File: src/sv/rc4_pkg.sv
// Shared constants and RAM request types for the RC4 stream cipher block.
// No dependencies; imported by rc4_core and rc4_stream_cipher_top.
`default_nettype none

package rc4_pkg;

    localparam int KEY_DEPTH  = 256;
    localparam int KEY_AW     = (KEY_DEPTH > 1) ? $clog2(KEY_DEPTH) : 1;
    localparam int SBOX_DEPTH = 256;
    localparam int SBOX_AW    = 8;
    localparam int BYTE_W     = 8;
    localparam int KLEN_W     = 9;

    localparam logic FUNC_KEY  = 1'b0;
    localparam logic FUNC_DATA = 1'b1;

    typedef struct packed {
        logic                 we;
        logic [SBOX_AW-1:0]   waddr;
        logic [BYTE_W-1:0]    wdata;
        logic [SBOX_AW-1:0]   raddr;
    } sbox_req_t;

    typedef struct packed {
        logic                 we;
        logic [KEY_AW-1:0]    waddr;
        logic [BYTE_W-1:0]    wdata;
        logic [KEY_AW-1:0]    raddr;
    } key_req_t;

endpackage

`default_nettype wire

File: src/sv/rc4_stream_cipher_top.sv
// RC4 stream cipher block, top level: sequencer plus S-box and key-store RAMs.
// Depends on rc4_pkg, rc4_ram and rc4_core.
`default_nettype none

// A key-byte request (func 0) is taken while the block is idle and writes the
// key store. A data-byte request (func 1) holds in_stall high, holding off the
// next request, through PR_RI, PR_J, PR_WI, PR_WJ, PR_RT, PR_OUT and OUT_WAIT;
// the S-box RAM with one read and one write port, behind a single shared 8-bit
// adder, sets these steps. A data byte with first_of_message set first rebuilds
// the S-box: identity fill (INIT), then 256 key-schedule steps of KS_RD, KS_J,
// KS_WN and KS_WJ, all before the byte itself. key_length (cfg_data, reset 16)
// selects how many key bytes repeat; 0 or values above 256 mean 256. Key the
// block and run an opening byte before any other data. The result register
// lets a new request in while a finished byte still waits on out_stall.
module rc4_stream_cipher_top
    import rc4_pkg::*;
(
    input  wire logic              clk,
    input  wire logic              rst_n,
    input  wire logic              in_valid,
    output logic                   in_stall,
    input  wire logic              func,
    input  wire logic [7:0]        key_index,
    input  wire logic [7:0]        byte_value,
    input  wire logic              first_of_message,
    output logic                   out_valid,
    input  wire logic              out_stall,
    output logic      [7:0]        cipher_byte,
    input  wire logic              cfg_valid,
    output logic                   cfg_ready,
    input  wire logic [KLEN_W-1:0] cfg_data
);

    sbox_req_t          sbox_req;
    key_req_t           key_req;
    logic [BYTE_W-1:0]  sbox_rdata;
    logic [BYTE_W-1:0]  key_rdata;

    assign cfg_ready = 1'b1;

    rc4_core u_core (
        .clk              (clk),
        .rst_n            (rst_n),
        .in_valid         (in_valid),
        .in_stall         (in_stall),
        .func             (func),
        .key_index        (key_index),
        .byte_value       (byte_value),
        .first_of_message (first_of_message),
        .out_valid        (out_valid),
        .out_stall        (out_stall),
        .cipher_byte      (cipher_byte),
        .cfg_valid        (cfg_valid),
        .cfg_data         (cfg_data),
        .sbox_req         (sbox_req),
        .sbox_rdata       (sbox_rdata),
        .key_req          (key_req),
        .key_rdata        (key_rdata)
    );

    rc4_ram #(
        .WIDTH (BYTE_W),
        .DEPTH (SBOX_DEPTH)
    ) u_sbox_ram (
        .clk   (clk),
        .we    (sbox_req.we),
        .waddr (sbox_req.waddr),
        .wdata (sbox_req.wdata),
        .raddr (sbox_req.raddr),
        .rdata (sbox_rdata)
    );

    rc4_ram #(
        .WIDTH (BYTE_W),
        .DEPTH (KEY_DEPTH)
    ) u_key_ram (
        .clk   (clk),
        .we    (key_req.we),
        .waddr (key_req.waddr),
        .wdata (key_req.wdata),
        .raddr (key_req.raddr),
        .rdata (key_rdata)
    );

endmodule

`default_nettype wire

File: src/sv/rc4_ram.sv
// Generic single-write, single-read RAM with registered read data.
// Stand-alone; used for the S-box and the key store.
`default_nettype none

module rc4_ram #(
    parameter int WIDTH = 8,
    parameter int DEPTH = 256
) (
    input  wire logic                                        clk,
    input  wire logic                                        we,
    input  wire logic [((DEPTH > 1) ? $clog2(DEPTH) : 1)-1:0] waddr,
    input  wire logic [WIDTH-1:0]                            wdata,
    input  wire logic [((DEPTH > 1) ? $clog2(DEPTH) : 1)-1:0] raddr,
    output logic      [WIDTH-1:0]                            rdata
);

    logic [WIDTH-1:0] mem [DEPTH];

    // read returns the old contents on a same-address write
    always_ff @(posedge clk)
    begin
        if (we)
        begin
            mem[waddr] <= wdata;
        end
        rdata <= mem[raddr];
    end

endmodule

`default_nettype wire

File: src/sv/rc4_core.sv
// Sequencer for the RC4 block: key writes, key schedule, PRGA step, output register.
// Depends on rc4_pkg; drives the S-box and key-store RAMs through request structs.
`default_nettype none

module rc4_core
    import rc4_pkg::*;
(
    input  wire logic                clk,
    input  wire logic                rst_n,
    input  wire logic                in_valid,
    output logic                     in_stall,
    input  wire logic                func,
    input  wire logic [7:0]          key_index,
    input  wire logic [7:0]          byte_value,
    input  wire logic                first_of_message,
    output logic                     out_valid,
    input  wire logic                out_stall,
    output logic      [7:0]          cipher_byte,
    input  wire logic                cfg_valid,
    input  wire logic [KLEN_W-1:0]   cfg_data,
    output sbox_req_t                sbox_req,
    input  wire logic [BYTE_W-1:0]   sbox_rdata,
    output key_req_t                 key_req,
    input  wire logic [BYTE_W-1:0]   key_rdata
);

    typedef enum logic [3:0] {
        IDLE,
        INIT,
        KS_RD,
        KS_J,
        KS_WN,
        KS_WJ,
        PR_RI,
        PR_J,
        PR_WI,
        PR_WJ,
        PR_RT,
        PR_OUT,
        OUT_WAIT
    } state_t;

    state_t              state_reg, state_next;
    logic [SBOX_AW-1:0]  i_reg, i_next;
    logic [SBOX_AW-1:0]  j_reg, j_next;
    logic [SBOX_AW-1:0]  n_reg, n_next;
    logic [KEY_AW-1:0]   k_reg, k_next;
    logic [BYTE_W-1:0]   si_reg, si_next;
    logic [BYTE_W-1:0]   sj_reg, sj_next;
    logic [SBOX_AW-1:0]  t_reg, t_next;
    logic [BYTE_W-1:0]   val_reg, val_next;
    logic [BYTE_W-1:0]   res_reg, res_next;
    logic [BYTE_W-1:0]   cipher_reg, cipher_next;
    logic                out_valid_reg, out_valid_next;
    logic [KLEN_W-1:0]   key_length_reg, key_length_next;

    logic [KLEN_W-1:0]   len_eff;
    logic [KLEN_W-1:0]   k_plus;
    logic                accept;
    logic                n_last;
    logic                load_out;

    // the one shared 8-bit adder
    logic [BYTE_W-1:0]   sum_a, sum_b, sum_c, sum;

    assign accept   = in_valid && !in_stall;
    assign in_stall = (state_reg != IDLE);
    assign n_last   = (n_reg == SBOX_AW'(SBOX_DEPTH - 1));
    assign load_out = (state_reg == OUT_WAIT) && (!out_valid_reg || !out_stall);
    assign sum      = sum_a + sum_b + sum_c;

    assign len_eff  = (key_length_reg == '0 || key_length_reg > KLEN_W'(KEY_DEPTH))
                      ? KLEN_W'(KEY_DEPTH) : key_length_reg;
    assign k_plus   = KLEN_W'(k_reg) + KLEN_W'(1);

    assign out_valid   = out_valid_reg;
    assign cipher_byte = cipher_reg;

    always_comb
    begin
        state_next      = state_reg;
        i_next          = i_reg;
        j_next          = j_reg;
        n_next          = n_reg;
        k_next          = k_reg;
        si_next         = si_reg;
        sj_next         = sj_reg;
        t_next          = t_reg;
        val_next        = val_reg;
        res_next        = res_reg;
        cipher_next     = cipher_reg;
        out_valid_next  = out_valid_reg;
        key_length_next = key_length_reg;

        sum_a = '0;
        sum_b = '0;
        sum_c = '0;

        sbox_req.we    = 1'b0;
        sbox_req.waddr = '0;
        sbox_req.wdata = '0;
        sbox_req.raddr = '0;

        key_req.we    = 1'b0;
        key_req.waddr = key_index[KEY_AW-1:0];
        key_req.wdata = byte_value;
        key_req.raddr = k_reg;

        if (cfg_valid)
        begin
            key_length_next = cfg_data;
        end

        if (out_valid_reg && !out_stall)
        begin
            out_valid_next = 1'b0;
        end

        case (state_reg)
            IDLE:
            begin
                if (accept)
                begin
                    if (func == FUNC_KEY)
                    begin
                        key_req.we = ({1'b0, key_index} < 9'(KEY_DEPTH));
                    end
                    else
                    begin
                        val_next = byte_value;
                        if (first_of_message)
                        begin
                            n_next     = '0;
                            state_next = INIT;
                        end
                        else
                        begin
                            state_next = PR_RI;
                        end
                    end
                end
            end
            INIT:
            begin
                sbox_req.we    = 1'b1;
                sbox_req.waddr = n_reg;
                sbox_req.wdata = n_reg;
                n_next         = n_reg + SBOX_AW'(1);
                if (n_last)
                begin
                    j_next     = '0;
                    k_next     = '0;
                    state_next = KS_RD;
                end
            end
            KS_RD:
            begin
                sbox_req.raddr = n_reg;
                state_next     = KS_J;
            end
            KS_J:
            begin
                sum_a          = j_reg;
                sum_b          = sbox_rdata;
                sum_c          = key_rdata;
                si_next        = sbox_rdata;
                j_next         = sum;
                sbox_req.raddr = sum;
                state_next     = KS_WN;
            end
            KS_WN:
            begin
                sbox_req.we    = 1'b1;
                sbox_req.waddr = n_reg;
                sbox_req.wdata = sbox_rdata;
                state_next     = KS_WJ;
            end
            KS_WJ:
            begin
                sbox_req.we    = 1'b1;
                sbox_req.waddr = j_reg;
                sbox_req.wdata = si_reg;
                n_next         = n_reg + SBOX_AW'(1);
                k_next         = (k_plus >= len_eff) ? '0 : k_plus[KEY_AW-1:0];
                if (n_last)
                begin
                    i_next     = '0;
                    j_next     = '0;
                    state_next = PR_RI;
                end
                else
                begin
                    state_next = KS_RD;
                end
            end
            PR_RI:
            begin
                sum_a          = i_reg;
                sum_b          = 8'd1;
                i_next         = sum;
                sbox_req.raddr = sum;
                state_next     = PR_J;
            end
            PR_J:
            begin
                sum_a          = j_reg;
                sum_b          = sbox_rdata;
                si_next        = sbox_rdata;
                j_next         = sum;
                sbox_req.raddr = sum;
                state_next     = PR_WI;
            end
            PR_WI:
            begin
                sj_next        = sbox_rdata;
                sbox_req.we    = 1'b1;
                sbox_req.waddr = i_reg;
                sbox_req.wdata = sbox_rdata;
                state_next     = PR_WJ;
            end
            PR_WJ:
            begin
                sbox_req.we    = 1'b1;
                sbox_req.waddr = j_reg;
                sbox_req.wdata = si_reg;
                sum_a          = si_reg;
                sum_b          = sj_reg;
                t_next         = sum;
                state_next     = PR_RT;
            end
            PR_RT:
            begin
                sbox_req.raddr = t_reg;
                state_next     = PR_OUT;
            end
            PR_OUT:
            begin
                res_next   = val_reg ^ sbox_rdata;
                state_next = OUT_WAIT;
            end
            OUT_WAIT:
            begin
                if (load_out)
                begin
                    cipher_next    = res_reg;
                    out_valid_next = 1'b1;
                    state_next     = IDLE;
                end
            end
            default:
            begin
                state_next = IDLE;
            end
        endcase
    end

    always_ff @(posedge clk or negedge rst_n)
    begin
        if (!rst_n)
        begin
            state_reg      <= IDLE;
            i_reg          <= '0;
            j_reg          <= '0;
            n_reg          <= '0;
            k_reg          <= '0;
            si_reg         <= '0;
            sj_reg         <= '0;
            t_reg          <= '0;
            val_reg        <= '0;
            res_reg        <= '0;
            cipher_reg     <= '0;
            out_valid_reg  <= 1'b0;
            key_length_reg <= KLEN_W'(16);
        end
        else
        begin
            state_reg      <= state_next;
            i_reg          <= i_next;
            j_reg          <= j_next;
            n_reg          <= n_next;
            k_reg          <= k_next;
            si_reg         <= si_next;
            sj_reg         <= sj_next;
            t_reg          <= t_next;
            val_reg        <= val_next;
            res_reg        <= res_next;
            cipher_reg     <= cipher_next;
            out_valid_reg  <= out_valid_next;
            key_length_reg <= key_length_next;
        end
    end

endmodule

`default_nettype wire

File: config.mk
export PLATFORM = sky130hd
export DESIGN_NAME = rc4_stream_cipher_top
export DESIGN_NICKNAME = d
export VERILOG_FILES = /design/src/sv/rc4_pkg.sv /design/src/sv/rc4_stream_cipher_top.sv /design/src/sv/rc4_ram.sv /design/src/sv/rc4_core.sv
export SDC_FILE = /design/constraint.sdc
export NUM_CORES = 2
export LEC_CHECK = 0
export ABC_CLOCK_PERIOD_IN_PS = 13020
export BUFFER_PORTS_ARGS = -buffer_cell sky130_fd_sc_hd__buf_2
export CORE_MARGIN = 5
export CORE_UTILIZATION = 57
export DETAILED_ROUTE_END_ITERATION = 8
export HOLD_SLACK_MARGIN = 0.15
export PLACE_DENSITY = 0.82
export SLEW_MARGIN = 20
export SYNTH_ARGS = -nofsm -noshare
export SYNTH_HDL_FRONTEND = slang
export SYNTH_SLANG_ARGS = --single-unit
export TNS_END_PERCENT = 10
File: constraint.sdc
create_clock -name clk -period 13.02 [get_ports clk]
set_input_delay 0 -clock clk [delete_from_list [all_inputs] [get_ports clk]]
set_output_delay 0 -clock clk [all_outputs]
set_load 0.005 [all_outputs]
==> Yosys cells after proc, flatten, opt, wreduce, memory -nomap -nowiden <==
Memory sizes are Yosys's and may differ from the RTL's. A register that Yosys moved wholly into a read port is not among the register bits.
Index checks and enable logic that the tools add are counted.
{ "word_totals": {"reg_bits": 94, "latch_bits": 0, "ramBits": 4096, "romBits": 0, "output_inout_bits": 11, "memories": 2} }
{ "mem_list": {"columns": ["name", "depth", "word_bits", "read_ports", "rd_clocked_by_memory_dff", "wr", "line", "rtl"], "rows": [
  ["u_key_ram.mem", 256, 8, 1, 1, 1, "rc4_ram.sv:17", "logic [WIDTH-1:0] mem [DEPTH];"],
  ["u_sbox_ram.mem", 256, 8, 1, 1, 1, "rc4_ram.sv:17", null]
]} }
{ "op_classes": {"add_sub_neg": 4, "mul": 0, "n_div": 0, "magnitude_cmp": 2, "n_eq_ne": 20, "n_shift": 0, "n_mux": 32, "bitwise_logic": 1, "n_reduce_logical": 26} }
{ "ops": {"columns": ["operator", "n"], "rows": [
  ["8-bit one-hot mux with 3 select lines", 3],
  ["17-bit one-hot mux with 4 select lines", 1],
  ["8-bit one-hot mux with 2 select lines", 4],
  ["4-bit one-hot mux with 13 select lines", 1],
  ["8-bit 2-to-1 mux", 6],
  ["4-bit == test (second input constant)", 5],
  ["8-bit adder", 2],
  ["4-bit by 3-bit == test with 1-bit output (second input constant)", 4],
  ["4-bit 2-to-1 mux", 4],
  ["1-bit 2-to-1 mux", 10],
  ["2-bit by 1-bit != test with 1-bit output (second input constant)", 5],
  ["8-bit by 1-bit adder with 9-bit output (second input constant)", 1],
  ["9-bit >= comparator", 1],
  ["9-bit > comparator (second input constant)", 1],
  ["9-bit logical NOT", 1],
  ["9-bit 2-to-1 mux", 1],
  ["8-bit by 1-bit adder with 8-bit output (second input constant)", 1],
  ["4-bit by 2-bit == test with 1-bit output (second input constant)", 2],
  ["8-bit == test (second input constant)", 1],
  ["2-bit AND reduction", 4],
  ["4-bit AND reduction", 2],
  ["2-bit nonzero test", 4],
  ["8-bit bitwise XOR", 1],
  ["3-bit 2-to-1 mux", 2],
  ["10 further kinds", 18]
]} }

==> Longest topological paths before layout <==
{ "depth": {"depth_word": 7, "depth_mapped": 23, "mapped_depth_nobuf": 17} }

==> Hierarchy <==
A second synthesis with hierarchy kept.
{ "hier_totals": {"cells_unflattened": 8055, "area_unflattened_um2": 164584.1} }
{ "by_module_without_submodules": {"columns": ["mod", "n_inst", "cells_each", "area_each_um2", "seq_area_each_um2"], "rows": [
  ["rc4_ram", 2, 3733, 79556.3, 61659.1],
  ["rc4_core", 1, 587, 5460.2, 2353.5],
  ["rc4_stream_cipher_top", 1, 2, 11.3, 0.0]
]} }

==> Worst setup path before layout <==
Ideal clock, no wire load.
{ "synth_path": {"path_type": "register to register", "start": "register u_core.state_reg[1]", "end": "memory u_sbox_ram.mem[0][0] (data pin)", "setup_ns": 2.188, "arrival_time_ns": 11.501, "slack_ns": -0.669, "path_stages_with_launch": 8, "n_path_buf": 6, "path_cell_list": "dfrtp_1 -> buf_1 -> clkbuf_1 -> clkbuf_1 -> clkbuf_1 -> clkbuf_1 -> clkbuf_1 -> o21ai_0"} }
{ "synth_rtl": {"columns": ["item", "line", "rtl"], "rows": [
  ["from (decl)", "rc4_core.sv:43", "state_t state_reg, state_next;"],
  ["from (signal assigned)", "rc4_core.sv:277", "state_reg <= state_next;"],
  ["to (decl)", "rc4_ram.sv:17", null]
]} }

==> Worst setup path in the final report <==
{ "layout_path": {"start": "register u_core.state_reg[1]", "end": "register u_sbox_ram.rdata[6] (read register of u_sbox_ram.mem)"} }
{ "layout_between": {"elab_chain_len": 6} }
{ "layout_lines": {"columns": ["item", "line", "rtl"], "rows": [
  ["4-bit by 2-bit == test with 1-bit output / 4-bit by 3-bit == test with 1-bit output (equally long branches)", "rc4_core.sv:119", "case (state_reg)"],
  ["2-bit OR reduction (no line)", null, null],
  ["8-bit one-hot mux with 3 select lines", "rc4_core.sv:119", null],
  ["8-bit adder", "rc4_core.sv:70", "assign sum = sum_a + sum_b + sum_c;"],
  ["8-bit adder (*)", "rc4_core.sv:70", null],
  ["net u_core.sum[1]", "rc4_core.sv:64", "logic [BYTE_W-1:0] sum_a, sum_b, sum_c, sum;"],
  ["8-bit one-hot mux with 3 select lines (*)", "rc4_core.sv:119", null],
  ["to (decl)", "rc4_ram.sv:14", "output logic [WIDTH-1:0] rdata"]
]} }
The timed path passes the listed nets; every way through them passes the cells marked *.
A chain may end at the register's enable or synchronous reset.

==> results.json <==
{
  "critPathKind": "reg -> reg",
  "avgViaCountPerCell": 7.04,
  "rows": 197,
  "layout.cells.non_filler": 13600,
  "numCtsBuffers": 385,
  "vdd_drop_max_mv": 0.235,
  "post_cts_resized": 0,
  "drtPass1Iterations": 9,
  "synth-edff-count": 4096,
  "synthAdderAreaFrac": 0.00233,
  "hold_class": "in -> reg",
  "layout_commonest_cell": "edfxtp_1",
  "whs_ns": 0.182,
  "layout-drive-gt1-share": 0.152,
  "synth-xor-area-share": 0.000931,
  "area_growth_pct": 10.3,
  "muxShareOfSynthArea": 0.114,
  "grt_overflow": 0,
  "p_per_area_nw_per_um2": 210,
  "design.die.area_um2": 301000,
  "dp.cells": 12800,
  "yosysWarnings": 0,
  "worst_slew_pin_slew_ns": 1.30,
  "reg2reg_depth": 19,
  "finalWirelength_um": 467000,
  "regToRegStartpoint": "u_core.state_reg[1]",
  "layout_common_cells": "edfxtp_1, nand2_1, mux4_2",
  "dominantRegCellSynth": "edfxtp_1",
  "wl_per_cell_um": 34.4,
  "core_area_um2": 288000,
  "cts_tree": "built",
  "syn_nets": 9500,
  "nNetsFinal": 9515,
  "yosysTopAreaCellShare": 0.744,
  "die_w_um": 549,
  "outcome": "complete, no violations",
  "reg2reg_slack_ns": 4.81,
  "synthesis.instances": 9442,
  "r2r_end": "u_sbox_ram.rdata[6]",
  "worstPathCellList": "inv_1 -> and3_1 -> a222oi_1 -> inv_1 -> fa_1 -> ha_1 -> nand2b_1 -> mux2i_4 -> buf_4 -> buf_4 -> and2_4 -> buf_4 -> buf_4 -> mux2i_1 -> a211oi_1 -> a31oi_1 -> nand3_1 -> nand4_1 -> nand4_1",
  "ant_nets": 0,
  "crit_top_cell": "buf_4",
  "grt_usage": 0.300,
  "syn-cell-area_um2": 165000,
  "slew_violations": 0,
  "period_share": 0.630,
  "start_kind": "flop",
  "route.detailed.drc": 0,
  "critPathCaptureType": "flop",
  "grt_pass1_vias": 93100,
  "clk_pin_slew_ns": 0.08,
  "cpLargestDelayFamily": "buffers and inverters",
  "synth_top_family_by_area": "multiplexers",
  "cp_max_fo": 87,
  "clk_path_buf_depth": 4,
  "drv_cap": 0,
  "cp.required_ns": 13.82,
  "cts-root-buf": "clkbuf_16",
  "min-delay-start": "byte_value[6]",
  "cts_max_level": 5,
  "fmax_ghz": 0.122,
  "holdPathEnd": "u_key_ram.mem[86][6]",
  "place_congestion": 0.909,
  "power_mw": 38.3,
  "drtIter0Drc": 17000,
  "portBuffers": 41,
  "synth_cell_type_count": 70,
  "post-cts-setup-buffers": 0,
  "cp.arrival_ns": 9.00,
  "grt_max_degree": 221,
  "antenna_found_initial": 34,
  "clock_latency_ns": 0.98,
  "yosysSeqAreaShare": 0.760,
  "hold_path_depth": 2,
  "yosys.area_share.simple": 0.0667,
  "final_hold_viol_count": 0,
  "slowest_delay_ns": 0.89,
  "dpl.hpwl_um": 244000,
  "yosysTopAreaCell": "edfxtp_1",
  "synthTopCellsByArea": "edfxtp_1, mux4_2, nand2_1",
  "cts_sinks": 4206,
  "initial_core_util": 0.573,
  "io_pins": 43,
  "die_height_um": 549,
  "grt_setup_unrepaired": "false",
  "via_count": 95500,
  "fin_crit_ns": 8.21,
  "p_leak_nw": 58.8,
  "critPathBufInv": 6,
  "synth_compound_area_frac": 0.0406,
  "slowest_stage": "and2_4",
  "slew_headroom": 0.124,
  "setup_viol": 0,
  "synth-seq-cells": 4206,
  "grt_pass1_wl_um": 660000,
  "syn_area_per_cell_um2": 17.5,
  "async_flop_share": 0.0223,
  "skew_ns": 0.0951
}
cells by family after synthesis:
group                      after synthesis
muxes                                 1021
DFF                                   4206
xor gates and xnor gates                16
and+or+nand+nor                       2588
AOI/OAI and AO/OA                      956
adders and majority gates               26
buffers and inverters                  628
other                                    1
synth_stat cells, types with 49 or more instances:
master / instances
mux2i_1: 308
a21oi_1: 150
and3_1: 156
o211ai_1: 49
a211oi_1: 176
buf_1: 75
o21ai_0: 69
buf_2: 123
nand2_1: 1346
clkbuf_1: 398
a32oi_1: 158
a21boi_0: 49
edfxtp_1: 4096
a31oi_1: 149
nor2_1: 549
dfrtp_1: 93
nor4_1: 69
mux4_2: 680
nand3_1: 346
cell type report:
cell class	instances	area, um2
clock buffer	479	10200
inverter	21	78.8
antenna	14	35.0
tap	3781	4730
clock inverter	217	2010
fill	18200	106000
sequential	4206	126000
multi-input combinational	4608	37400
timing repair buffer	235	2190
stage by stage:
stage           util  cell area (um2)  TNS [ns]  setup slack (ns)
2_1_floorplan      -           165000  -1369.33            -0.669
3_3_place_gp   0.587           169000         0              5.26
3_5_place_dp   0.587           169000         0              5.05
4_1_cts        0.631           182000         0              5.01
5_1_grt        0.632           182000         0              4.41
6_report       0.632           182000         0              4.81
how the worst max path moves through the flow:
stage,from,endpoint,slack (ns),cells past startpoint
finish,u_core.state_reg[1],u_sbox_ram.rdata[6],4.81,19
detailed placement,u_core.state_reg[1],u_sbox_ram.rdata[6],5.05,19
floorplan,u_core.state_reg[1],u_sbox_ram.mem[0][0],-0.67,7
CTS,u_core.state_reg[1],u_sbox_ram.rdata[6],5.01,19
global route,u_core.state_reg[1],u_sbox_ram.rdata[6],4.41,19
global placement,u_core.state_reg[1],u_sbox_ram.rdata[6],5.26,19
metal layers:
metal  global-route usage  vias up  wire [um]
li1                     -    37400          -
met1                0.380    47600     149000
met2                0.483     8729     227000
met3               0.0665     1784      56100
met4                0.174       36      35200
met5                    0        -        234
power breakdown:
group	switching [mW]	internal, mW	leakage [nW]
registers	0.281	15.9	38.6
logic	7.28	3.44	14.2
clock network	5.13	6.24	5.95
timing repair:
item	CTS	global route
setup endpoints to repair	0	0
hold endpoints to repair	1323	59
hold buffers	45	3
(Power assumes the default switching activity.)
